### config.mk
export PLATFORM = sky130hd
export DESIGN_NAME = julia_escape_time_pixel_flat
export DESIGN_NICKNAME = d
export VERILOG_FILES = /design/src/hw/rtl/jet_pkg.sv /design/src/hw/rtl/jet_in_if.sv /design/src/hw/rtl/jet_out_if.sv /design/src/hw/rtl/jet_map.sv /design/src/hw/rtl/jet_core.sv /design/src/hw/rtl/julia_escape_time_pixel.sv /design/src/flat_wrapper.sv
export VERILOG_INCLUDE_DIRS = /design/src /design/src/hw/rtl
export SDC_FILE = /design/constraint.sdc
export NUM_CORES = 2
export LEC_CHECK = 0
export BUFFER_PORTS_ARGS = -buffer_cell sky130_fd_sc_hd__buf_2
export CELL_PAD_IN_SITES_DETAIL_PLACEMENT = 2
export CELL_PAD_IN_SITES_GLOBAL_PLACEMENT = 2
export CORE_ASPECT_RATIO = 1.5
export CORE_UTILIZATION = 46
export CTS_CLUSTER_SIZE = 8
export DETAILED_ROUTE_END_ITERATION = 12
export PLACE_DENSITY_LB_ADDON = 0.1
export SLEW_MARGIN = 20
export SYNTH_ARGS = -nofsm -noshare
export SYNTH_HDL_FRONTEND = slang
export SYNTH_SLANG_ARGS = --single-unit
### constraint.sdc
create_clock -name clk -period 22.1 [get_ports clk]
set_input_delay 2.21 -clock clk [delete_from_list [all_inputs] [get_ports clk]]
set_output_delay 2.21 -clock clk [all_outputs]
set_load 0.005 [all_outputs]
### src/hw/rtl/julia_escape_time_pixel_assert.svh
// assertion macros for the julia escape-time pixel block
`ifndef JULIA_ESCAPE_TIME_PIXEL_ASSERT_SVH
`define JULIA_ESCAPE_TIME_PIXEL_ASSERT_SVH
`ifndef SYNTHESIS
// same-cycle implication, checked on clk outside reset
`define JET_ASSERT_IMP(lbl, ante, cons) \
    lbl: assert property (@(posedge clk) disable iff (!rst_n) (ante) |-> (cons)) \
        else $error("jet assertion failed");
// next-cycle implication, checked on clk outside reset
`define JET_ASSERT_NXT(lbl, ante, cons) \
    lbl: assert property (@(posedge clk) disable iff (!rst_n) (ante) |=> (cons)) \
        else $error("jet assertion failed");
`else
`define JET_ASSERT_IMP(lbl, ante, cons)
`define JET_ASSERT_NXT(lbl, ante, cons)
`endif
`endif

### src/hw/rtl/jet_pkg.sv
// shared types and constants for the julia escape-time pixel block
package jet_pkg;

    localparam int COORD_W   = 9;
    localparam int CNT_W     = 8;
    localparam int C_W       = 30;
    localparam int Q_W       = 32;
    localparam int PROD_W    = 64;
    localparam int WIDE_W    = 40;
    localparam int Q_FRAC    = 26;
    localparam int MAP_SHIFT = Q_FRAC + 2;
    localparam int CFG_IDX_W = 2;

    localparam logic [CFG_IDX_W-1:0] CFG_C_REAL    = 2'd0;
    localparam logic [CFG_IDX_W-1:0] CFG_C_IMAG    = 2'd1;
    localparam logic [CFG_IDX_W-1:0] CFG_MAX_ITER  = 2'd2;
    localparam logic [CFG_IDX_W-1:0] CFG_THRESHOLD = 2'd3;

    localparam logic [CNT_W-1:0] MAX_ITER_RST  = 8'd100;
    localparam logic [CNT_W-1:0] THRESHOLD_RST = 8'd10;

    // four in q12.52
    localparam logic [PROD_W-1:0] MAG_LIMIT = 64'd4 << (2 * Q_FRAC);

    localparam logic signed [Q_W-1:0] Q_MAX = 32'sh7FFF_FFFF;
    localparam logic signed [Q_W-1:0] Q_MIN = 32'sh8000_0000;

    typedef enum logic [2:0] {
        S_IDLE,
        S_MAP,
        S_RR,
        S_II,
        S_CHK,
        S_UPD,
        S_DONE
    } jet_state_t;

    typedef struct packed {
        logic signed [C_W-1:0] c_real;
        logic signed [C_W-1:0] c_imag;
        logic [CNT_W-1:0]      max_iter;
        logic [CNT_W-1:0]      threshold;
    } jet_cfg_t;

    typedef struct packed {
        logic                  done;
        logic signed [Q_W-1:0] re;
        logic signed [Q_W-1:0] im;
    } jet_map_stat_t;

    typedef struct packed {
        logic start;
        logic out_free;
    } jet_core_ctl_t;

    typedef struct packed {
        logic             idle;
        logic             done;
        logic [CNT_W-1:0] count;
        logic             painted;
    } jet_core_stat_t;

endpackage

### src/hw/rtl/jet_in_if.sv
// pixel coordinate channel
interface jet_in_if;
    import jet_pkg::*;

    logic               valid;
    logic               ready;
    logic [COORD_W-1:0] pixel_x;
    logic [COORD_W-1:0] pixel_y;

    modport source (output valid, output pixel_x, output pixel_y, input ready);
    modport sink   (input valid, input pixel_x, input pixel_y, output ready);
endinterface

### src/hw/rtl/jet_out_if.sv
// escape-time result channel
interface jet_out_if;
    import jet_pkg::*;

    logic               valid;
    logic               ready;
    logic [COORD_W-1:0] out_x;
    logic [COORD_W-1:0] out_y;
    logic [CNT_W-1:0]   iteration_count;
    logic               painted;

    modport source (output valid, output out_x, output out_y, output iteration_count,
                    output painted, input ready);
    modport sink   (input valid, input out_x, input out_y, input iteration_count,
                    input painted, output ready);
endinterface

### src/hw/rtl/jet_map.sv
// pixel to start point mapping, reciprocal multiply on both axes
module jet_map
    import jet_pkg::*;
#(
    parameter int IMAGE_WIDTH  = 512,
    parameter int IMAGE_HEIGHT = 512
) (
    input  logic               clk,
    input  logic               rst_n,
    input  logic               start,
    input  logic [COORD_W-1:0] pixel_x,
    input  logic [COORD_W-1:0] pixel_y,
    output jet_map_stat_t      stat
);

    localparam int HALF_W   = IMAGE_WIDTH / 2;
    localparam int HALF_H   = IMAGE_HEIGHT / 2;
    localparam int PIX_MAX  = (1 << COORD_W) - 1;
    localparam int HALF_MAX = (HALF_W > HALF_H) ? HALF_W : HALF_H;
    localparam int MAG_MAX  = (HALF_MAX > PIX_MAX) ? HALF_MAX : PIX_MAX;
    localparam int OM_W     = $clog2(MAG_MAX + 1);
    localparam int OFS_W    = OM_W + 1;
    localparam int LANES    = 2;

    // floor(a * 2^28 / d) = (a * m) >> sh, sh = OM_W + clog2(d), m = ceil(2^(28 + sh) / d)
    localparam int SH_X     = OM_W + $clog2(IMAGE_WIDTH);
    localparam int SH_Y     = OM_W + $clog2(IMAGE_HEIGHT);
    localparam int RCP_W    = MAP_SHIFT + OM_W + 1;
    localparam int PRD_W    = OM_W + RCP_W;

    localparam longint RCP_X = ((longint'(1) << (MAP_SHIFT + SH_X)) + longint'(IMAGE_WIDTH)
                               - longint'(1)) / longint'(IMAGE_WIDTH);
    localparam longint RCP_Y = ((longint'(1) << (MAP_SHIFT + SH_Y)) + longint'(IMAGE_HEIGHT)
                               - longint'(1)) / longint'(IMAGE_HEIGHT);

    localparam logic signed [OFS_W-1:0] HALF_X_S = OFS_W'(HALF_W);
    localparam logic signed [OFS_W-1:0] HALF_Y_S = OFS_W'(HALF_H);
    localparam logic [RCP_W-1:0] RCP [LANES] = '{RCP_W'(RCP_X), RCP_W'(RCP_Y)};
    localparam int               SH  [LANES] = '{SH_X, SH_Y};

    logic              stage_reg;
    logic              done_reg;
    logic [OM_W-1:0]   mag_reg  [LANES];
    logic              neg_reg  [LANES];
    logic [PRD_W-1:0]  prod_reg [LANES];

    logic signed [OFS_W-1:0] ofs       [LANES];
    logic signed [OFS_W-1:0] ofs_abs   [LANES];
    logic [PRD_W-1:0]        prod_next [LANES];
    logic [PRD_W-1:0]        quo       [LANES];
    logic                    ovf       [LANES];
    logic signed [Q_W-1:0]   val       [LANES];

    always_comb
    begin
        ofs[0] = $signed({{(OFS_W-COORD_W){1'b0}}, pixel_x}) - HALF_X_S;
        ofs[1] = HALF_Y_S - $signed({{(OFS_W-COORD_W){1'b0}}, pixel_y});
        for (int l = 0; l < LANES; l++)
        begin
            ofs_abs[l]   = ofs[l][OFS_W-1] ? -ofs[l] : ofs[l];
            prod_next[l] = PRD_W'(mag_reg[l]) * PRD_W'(RCP[l]);
            quo[l]       = prod_reg[l] >> SH[l];
            // quotient at or above 2^31 saturates either way
            ovf[l]       = |quo[l][PRD_W-1:Q_W-1];
            if (neg_reg[l])
            begin
                val[l] = ovf[l] ? Q_MIN : $signed(-quo[l][Q_W-1:0]);
            end
            else
            begin
                val[l] = ovf[l] ? Q_MAX : $signed(quo[l][Q_W-1:0]);
            end
        end
    end

    always_ff @(posedge clk or negedge rst_n)
    begin
        if (!rst_n)
        begin
            stage_reg <= 1'b0;
            done_reg  <= 1'b0;
        end
        else
        begin
            stage_reg <= start;
            done_reg  <= stage_reg;
        end
    end

    always_ff @(posedge clk)
    begin
        for (int l = 0; l < LANES; l++)
        begin
            if (start)
            begin
                mag_reg[l] <= ofs_abs[l][OM_W-1:0];
                neg_reg[l] <= ofs[l][OFS_W-1];
            end
            if (stage_reg)
            begin
                prod_reg[l] <= prod_next[l];
            end
        end
    end

    assign stat.done = done_reg;
    assign stat.re   = val[0];
    assign stat.im   = val[1];

endmodule

### src/hw/rtl/jet_core.sv
// iteration sequencer around one shared 32x32 multiplier
module jet_core
    import jet_pkg::*;
(
    input  logic           clk,
    input  logic           rst_n,
    input  jet_core_ctl_t  ctl,
    input  jet_map_stat_t  map_stat,
    input  jet_cfg_t       cfg,
    output jet_core_stat_t stat
);
`include "julia_escape_time_pixel_assert.svh"

    localparam int SQ_EXT = WIDE_W - (PROD_W - Q_FRAC);
    localparam int CR_EXT = WIDE_W - (PROD_W - Q_FRAC + 1);
    localparam int C_EXT  = WIDE_W - C_W;

    function automatic logic signed [Q_W-1:0] sat_q(input logic signed [WIDE_W-1:0] v);
        logic all_ones;
        logic all_zeros;
        all_ones  = &v[WIDE_W-1:Q_W-1];
        all_zeros = ~|v[WIDE_W-1:Q_W-1];
        if (all_ones || all_zeros)
        begin
            sat_q = v[Q_W-1:0];
        end
        else
        begin
            sat_q = v[WIDE_W-1] ? Q_MIN : Q_MAX;
        end
    endfunction

    jet_state_t state_reg;
    jet_state_t state_next;

    logic signed [Q_W-1:0]    re_reg;
    logic signed [Q_W-1:0]    im_reg;
    logic signed [PROD_W-1:0] prod_reg;
    logic signed [PROD_W-1:0] rr_reg;
    logic signed [PROD_W-1:0] sq_reg;
    logic [CNT_W-1:0]         count_reg;
    logic                     escaped_reg;

    logic signed [Q_W-1:0]    mul_a;
    logic signed [Q_W-1:0]    mul_b;
    logic signed [PROD_W-1:0] prod_next;
    logic [PROD_W-1:0]        mag_sum;
    logic                     mag_gt;
    logic                     stop;
    logic signed [WIDE_W-1:0] re_diff;
    logic signed [WIDE_W-1:0] im_diff;

    // |z|^2 of the current point, valid in the check state
    assign mag_sum = rr_reg + prod_reg;
    assign mag_gt  = (mag_sum > MAG_LIMIT);
    assign stop    = (count_reg != '0) && ((count_reg >= cfg.max_iter) || mag_gt);

    // floor shifts are arithmetic shifts of the exact products
    assign re_diff = {{SQ_EXT{sq_reg[PROD_W-1]}}, sq_reg[PROD_W-1:Q_FRAC]}
                   - {{C_EXT{cfg.c_real[C_W-1]}}, cfg.c_real};
    assign im_diff = {{CR_EXT{prod_reg[PROD_W-1]}}, prod_reg[PROD_W-1:Q_FRAC-1]}
                   - {{C_EXT{cfg.c_imag[C_W-1]}}, cfg.c_imag};

    assign prod_next = $signed({{(PROD_W-Q_W){mul_a[Q_W-1]}}, mul_a})
                     * $signed({{(PROD_W-Q_W){mul_b[Q_W-1]}}, mul_b});

    always_comb
    begin
        state_next = state_reg;
        unique case (state_reg)
            S_IDLE: if (ctl.start) state_next = S_MAP;
            S_MAP:  if (map_stat.done) state_next = S_RR;
            S_RR:   state_next = S_II;
            S_II:   state_next = S_CHK;
            S_CHK:  state_next = stop ? S_DONE : S_UPD;
            S_UPD:  state_next = S_RR;
            S_DONE: if (ctl.out_free) state_next = S_IDLE;
            default: state_next = S_IDLE;
        endcase
    end

    always_comb
    begin
        mul_a        = re_reg;
        mul_b        = im_reg;
        stat.idle    = 1'b0;
        stat.done    = 1'b0;
        stat.count   = count_reg;
        stat.painted = (count_reg > cfg.threshold) && !escaped_reg;
        unique case (state_reg)
            S_IDLE: stat.idle = 1'b1;
            S_RR:
            begin
                mul_a = re_reg;
                mul_b = re_reg;
            end
            S_II:
            begin
                mul_a = im_reg;
                mul_b = im_reg;
            end
            S_DONE: stat.done = 1'b1;
            default: ;
        endcase
    end

    always_ff @(posedge clk or negedge rst_n)
    begin
        if (!rst_n)
        begin
            state_reg <= S_IDLE;
            count_reg <= '0;
        end
        else
        begin
            state_reg <= state_next;
            if (state_reg == S_IDLE && ctl.start)
            begin
                count_reg <= '0;
            end
            else if (state_reg == S_UPD)
            begin
                count_reg <= count_reg + 1'b1;
            end
        end
    end

    always_ff @(posedge clk)
    begin
        prod_reg <= prod_next;
        if (state_reg == S_MAP && map_stat.done)
        begin
            re_reg <= map_stat.re;
            im_reg <= map_stat.im;
        end
        if (state_reg == S_II)
        begin
            rr_reg <= prod_reg;
        end
        if (state_reg == S_CHK)
        begin
            sq_reg      <= rr_reg - prod_reg;
            escaped_reg <= mag_gt;
        end
        if (state_reg == S_UPD)
        begin
            re_reg <= sat_q(re_diff);
            im_reg <= sat_q(im_diff);
        end
    end

    `JET_ASSERT_IMP(a_map_done_in_map, map_stat.done, state_reg == S_MAP)
    `JET_ASSERT_NXT(a_upd_counts, state_reg == S_UPD, state_reg == S_RR && count_reg != '0)
    `JET_ASSERT_IMP(a_done_has_count, state_reg == S_DONE, count_reg != '0)

endmodule

### src/hw/rtl/julia_escape_time_pixel.sv
// julia escape-time evaluator for one pixel, top level
//
//  channel   dir   handshake       word
//  --------  ----  --------------  ----------------------------------------
//  pixel     in    valid / ready   pixel_x, pixel_y
//  result    out   valid / ready   out_x, out_y, iteration_count, painted
//  cfg_*     in    write enable    register index and data, no read-back
//
// one pixel at a time; the map registers the pixel offset, then a
// reciprocal multiply per axis; each iteration runs on the shared 32x32
// multiplier (re*re, im*im, re*im with the escape check, update); after
// the last escape check the word is handed to the output once that slot
// is free, and then the sequencer goes back to idle
// reset clears the sequencer, the output valid and loads register defaults
// a finished word sits in the output register; the next pixel is taken as
// soon as that word is parked there, even while result ready is low
module julia_escape_time_pixel
    import jet_pkg::*;
#(
    parameter int IMAGE_WIDTH  = 512,
    parameter int IMAGE_HEIGHT = 512
) (
    input  logic                 clk,
    input  logic                 rst_n,
    jet_in_if.sink               pixel,
    jet_out_if.source            result,
    input  logic                 cfg_we,
    input  logic [CFG_IDX_W-1:0] cfg_index,
    input  logic [C_W-1:0]       cfg_data
);

    // configuration registers
    logic signed [C_W-1:0] c_real_reg;
    logic signed [C_W-1:0] c_imag_reg;
    logic [CNT_W-1:0]      max_iter_reg;
    logic [CNT_W-1:0]      threshold_reg;

    // pixel held for the echo
    logic [COORD_W-1:0] pix_x_reg;
    logic [COORD_W-1:0] pix_y_reg;

    // output register
    logic               out_valid_reg;
    logic [COORD_W-1:0] out_x_reg;
    logic [COORD_W-1:0] out_y_reg;
    logic [CNT_W-1:0]   out_count_reg;
    logic               out_painted_reg;

    logic           accept;
    logic           out_free;
    jet_cfg_t       cfg;
    jet_map_stat_t  map_stat;
    jet_core_ctl_t  core_ctl;
    jet_core_stat_t core_stat;

    always_ff @(posedge clk or negedge rst_n)
    begin
        if (!rst_n)
        begin
            c_real_reg    <= '0;
            c_imag_reg    <= '0;
            max_iter_reg  <= MAX_ITER_RST;
            threshold_reg <= THRESHOLD_RST;
        end
        else if (cfg_we)
        begin
            unique case (cfg_index)
                CFG_C_REAL:    c_real_reg    <= cfg_data;
                CFG_C_IMAG:    c_imag_reg    <= cfg_data;
                CFG_MAX_ITER:  max_iter_reg  <= cfg_data[CNT_W-1:0];
                CFG_THRESHOLD: threshold_reg <= cfg_data[CNT_W-1:0];
                default: ;
            endcase
        end
    end

    assign cfg.c_real    = c_real_reg;
    assign cfg.c_imag    = c_imag_reg;
    assign cfg.max_iter  = max_iter_reg;
    assign cfg.threshold = threshold_reg;

    // the sequencer takes a pixel only when it is back in idle
    assign pixel.ready = core_stat.idle;
    assign accept      = pixel.valid & pixel.ready;

    // output slot is free when empty or being drained this cycle
    assign out_free = !out_valid_reg || result.ready;

    assign core_ctl.start    = accept;
    assign core_ctl.out_free = out_free;

    always_ff @(posedge clk)
    begin
        if (accept)
        begin
            pix_x_reg <= pixel.pixel_x;
            pix_y_reg <= pixel.pixel_y;
        end
    end

    jet_map #(
        .IMAGE_WIDTH  (IMAGE_WIDTH),
        .IMAGE_HEIGHT (IMAGE_HEIGHT)
    ) u_map (
        .clk     (clk),
        .rst_n   (rst_n),
        .start   (accept),
        .pixel_x (pixel.pixel_x),
        .pixel_y (pixel.pixel_y),
        .stat    (map_stat)
    );

    jet_core u_core (
        .clk      (clk),
        .rst_n    (rst_n),
        .ctl      (core_ctl),
        .map_stat (map_stat),
        .cfg      (cfg),
        .stat     (core_stat)
    );

    always_ff @(posedge clk or negedge rst_n)
    begin
        if (!rst_n)
        begin
            out_valid_reg <= 1'b0;
        end
        else if (core_stat.done && out_free)
        begin
            out_valid_reg <= 1'b1;
        end
        else if (result.ready)
        begin
            out_valid_reg <= 1'b0;
        end
    end

    always_ff @(posedge clk)
    begin
        if (core_stat.done && out_free)
        begin
            out_x_reg       <= pix_x_reg;
            out_y_reg       <= pix_y_reg;
            out_count_reg   <= core_stat.count;
            out_painted_reg <= core_stat.painted;
        end
    end

    assign result.valid           = out_valid_reg;
    assign result.out_x           = out_x_reg;
    assign result.out_y           = out_y_reg;
    assign result.iteration_count = out_count_reg;
    assign result.painted         = out_painted_reg;

endmodule
### src/flat_wrapper.sv
// flat-port wrapper written by rule: the top's interface ports become plain ports
module julia_escape_time_pixel_flat import jet_pkg::*;
#(
    parameter int IMAGE_WIDTH  = 512,
    parameter int IMAGE_HEIGHT = 512
)
  (clk, rst_n, cfg_we, cfg_index, cfg_data, pixel_valid, pixel_pixel_x, pixel_pixel_y, pixel_ready, result_valid, result_out_x, result_out_y, result_iteration_count, result_painted, result_ready);
  jet_in_if pixel_i ();
  jet_out_if result_i ();
  input  logic clk;
  input  logic rst_n;
  input  logic cfg_we;
  input  logic [CFG_IDX_W-1:0] cfg_index;
  input  logic [C_W-1:0] cfg_data;
  input wire logic [$bits(pixel_i.valid)-1:0] pixel_valid;
  input wire logic [$bits(pixel_i.pixel_x)-1:0] pixel_pixel_x;
  input wire logic [$bits(pixel_i.pixel_y)-1:0] pixel_pixel_y;
  output wire logic [$bits(pixel_i.ready)-1:0] pixel_ready;
  output wire logic [$bits(result_i.valid)-1:0] result_valid;
  output wire logic [$bits(result_i.out_x)-1:0] result_out_x;
  output wire logic [$bits(result_i.out_y)-1:0] result_out_y;
  output wire logic [$bits(result_i.iteration_count)-1:0] result_iteration_count;
  output wire logic [$bits(result_i.painted)-1:0] result_painted;
  input wire logic [$bits(result_i.ready)-1:0] result_ready;
  assign pixel_i.valid = pixel_valid;
  assign pixel_i.pixel_x = pixel_pixel_x;
  assign pixel_i.pixel_y = pixel_pixel_y;
  assign pixel_ready = pixel_i.ready;
  assign result_valid = result_i.valid;
  assign result_out_x = result_i.out_x;
  assign result_out_y = result_i.out_y;
  assign result_iteration_count = result_i.iteration_count;
  assign result_painted = result_i.painted;
  assign result_i.ready = result_ready;
  julia_escape_time_pixel #(.IMAGE_WIDTH(IMAGE_WIDTH), .IMAGE_HEIGHT(IMAGE_HEIGHT)) u_core (.clk(clk), .rst_n(rst_n), .pixel(pixel_i), .result(result_i), .cfg_we(cfg_we), .cfg_index(cfg_index), .cfg_data(cfg_data));
endmodule
==> results_dict.tcl <==
set metrics [dict create \
    max_clock_freq_mhz 85.1 \
    ys_types 106 \
    avgSynthCellArea_um2 9.26 \
    drt_iter0_markers 3298 \
    wl_mm 274 \
    yosys.area.top_type "fa_1" \
    rsz0062_at_grt "false" \
    wl_per_cell_um 32.2 \
    cp_slowest_cell "a2111oi_2" \
    met3_length_mm 14.8 \
    coreArea_um2 135000 \
    yosysMostFrequentCell "inv_1" \
    ios 84 \
    htree_levels 2 \
    startpoint_type "flop" \
    die_h_um 453 \
    routed_via_density 6.12 \
    status "finished clean" \
    numPortBuffers 83 \
    required_ns 22.61 \
    period_share 0.531 \
    gr-total-overflow 0 \
    clk_latency_ns 0.66 \
    slew-limit-headroom 0.141 \
    synth_top_area_frac 0.348 \
    synthesis.yosys.warnings 0 \
    worstReg2RegStart "u_core.u_core.state_reg[1]" \
    setup_tns_ns 0 \
    cts-hold-fix-buffers 0 \
    synth_edf_count 248 \
    grtUsageTotal 0.406 \
    cts_setup_buffers 0 \
    tightest_slew_ns 1.28 \
    dr_wl_met2_mm 139 \
    layout-drive-gt1-share 0.0671 \
    grt_pass1_vias 62078 \
    nets 8271 \
    r2r_cells 31 \
    cts.clk_slew.worst_paths_ns 0.06 \
    vias 52166 \
    synthCells 6736 \
    postCtsResizedCells 0 \
    min_to "u_core.result.out_y[5]" \
    dieArea_um2 137000 \
    cts_buffer_depth 3 \
    seq_area_frac_synth 0.176 \
    netlist_area_um2 62400 \
    ys_top_cells_by_area "fa_1 (35%), edfxtp_1 (12%), ha_1 (8.2%), inv_1 (7.2%), nand2_1 (4.8%)" \
    critical_path_class "flop to flop" \
    cap_violations 0 \
    syn_nets 8285 \
    cp_slowest_stage_delay_ns 0.87 \
    min-delay-start "u_core.pix_y_reg[5]" \
    cp_num_buf_inv 5 \
    path_delay_family "adder cells" \
    r2r_slack_ns 10.36 \
    cts_tree "done" \
    ys.flop_type "edfxtp_1" \
    num_rows 165 \
    hold_viol 0 \
    finalSetupViolCount 0 \
    initial_core_util 0.464 \
    first_pass_iters 5 \
    startpoint "u_core.u_core.state_reg[1]" \
    ys_ff_latch 402 \
    finClkSkew_ns 0.0518 \
    rr_endpoint "u_core.u_core.prod_reg[59]" \
    die_w_um 303 \
    worstPathMaxFanout 53 \
    route.detailed.drc 0 \
    synthArstFlopShare 0.224 \
    cts_sinks 402 \
    netlist_top_cells_count "inv_1 (1,200), fa_1 (1,085), nand2_1 (798)" \
    holdCritPathClass "flop to flop" \
    cts_root_buf "clkbuf_16" \
    grt_antenna_before_repair 6 \
    arrival_ns 12.25 \
    syn2layout_area_growth_pct 7.01 \
    drv_slew 0 \
    path_common_cell "fa_1" \
    fillers 14317 \
    cts_buffers 56 \
    drt-met1-wl_mm 95.8 \
    whs_path_depth 0 \
    grt_first_pass_wirelength_mm 407 \
    ant_nets 0 \
    place_congestion 0.956 \
    top_layer "met5" \
    dp_hpwl_mm 221 \
    grt_max_degree 66 \
    end_kind "flop" \
    period_minus_slack_ns 11.74 \
]
-- worst register-to-register path, delay by kind of cell (launching register included) --
kind            cells  cell delay (ns)
fa+ha+maj           9             3.83
buf+inv             5             1.43
compound gates      8             2.98
flops               1             0.61
simple gates        8             2.63
xor+xnor            1             0.15
-- layout make-up --
cell class                 count  area, µm²  area share
antenna                        3       7.51    0.000112
sequential                   402      11000       0.165
timing repair buffer         194       1280      0.0192
clock buffer                 101       1580      0.0237
tap                         1753       2190      0.0328
multi-input combinational   4862      46100       0.691
inverter                    1206       4530      0.0679
clock inverter                 4       85.1     0.00127
-- per-layer routing --
metal  vias to the layer above  track usage
li1                      21529            -
met3                      1038       0.0569
met5                         -            0
met1                     27553        0.440
met2                      2042        0.718
met4                         4        0.296
-- how the worst max path moves through the flow --
stage / end / slack [ns] / depth (start not counted)
final: u_core.u_core.prod_reg[59] / 10.36 / 31
after global routing: u_core.u_core.prod_reg[59] / 10.03 / 34
after CTS: u_core.u_core.prod_reg[59] / 10.44 / 34
after detailed placement: u_core.u_core.prod_reg[59] / 10.55 / 31
after global placement: u_core.u_core.prod_reg[59] / 10.86 / 32
after floorplan: u_core.u_core.prod_reg[60] / 11.20 / 32
-- metrics by stage --
| step | std cells | util | worst slack [ns] | instance area, µm² | hold WS [ns] |
|---|---|---|---|---|---|
| after floorplan | 6736 | - | 11.20 | 62400 | 0.400 |
| after global placement | 8415 | 0.483 | 10.86 | 65000 | 0.400 |
| after detailed placement | 8416 | 0.483 | 10.55 | 65100 | 0.406 |
| after CTS | 8521 | 0.496 | 10.44 | 66700 | 0.410 |
| after global routing | 8523 | 0.496 | 10.03 | 66800 | 0.419 |
| final | 8525 | 0.496 | 10.36 | 66800 | 0.407 |
-- placed cells by master, fill, tap and decap left out, drive strengths merged, types with 124 or more instances in the layout --
cell type	count
a21oi	251
nand2	798
xnor2	124
fa	1085
inv	1207
nor2	710
o21ai	215
edfxtp	248
buf	194
ha	409
-- cells by family (layout without fill, tap and decap cells) --
| logic type | Yosys count | in the layout | synth area share |
|---|---|---|---|
| AND/OR/NAND/NOR | 2013 | 2013 | 0.141 |
| adder cells (fa/ha/maj) | 1494 | 1494 | 0.430 |
| buffers and inverters | 1472 | 1505 | 0.0896 |
| AO/OA/AOI/OAI | 987 | 987 | 0.107 |
| flip-flops | 402 | 402 | 0.176 |
| XOR/XNOR | 211 | 211 | 0.0296 |
| multiplexers | 157 | 157 | 0.0269 |
| other | 0 | 3 | 0 |
Power is not shown: default switching activity piles up to over one toggle a cycle in this logic, so the estimate is an artifact.
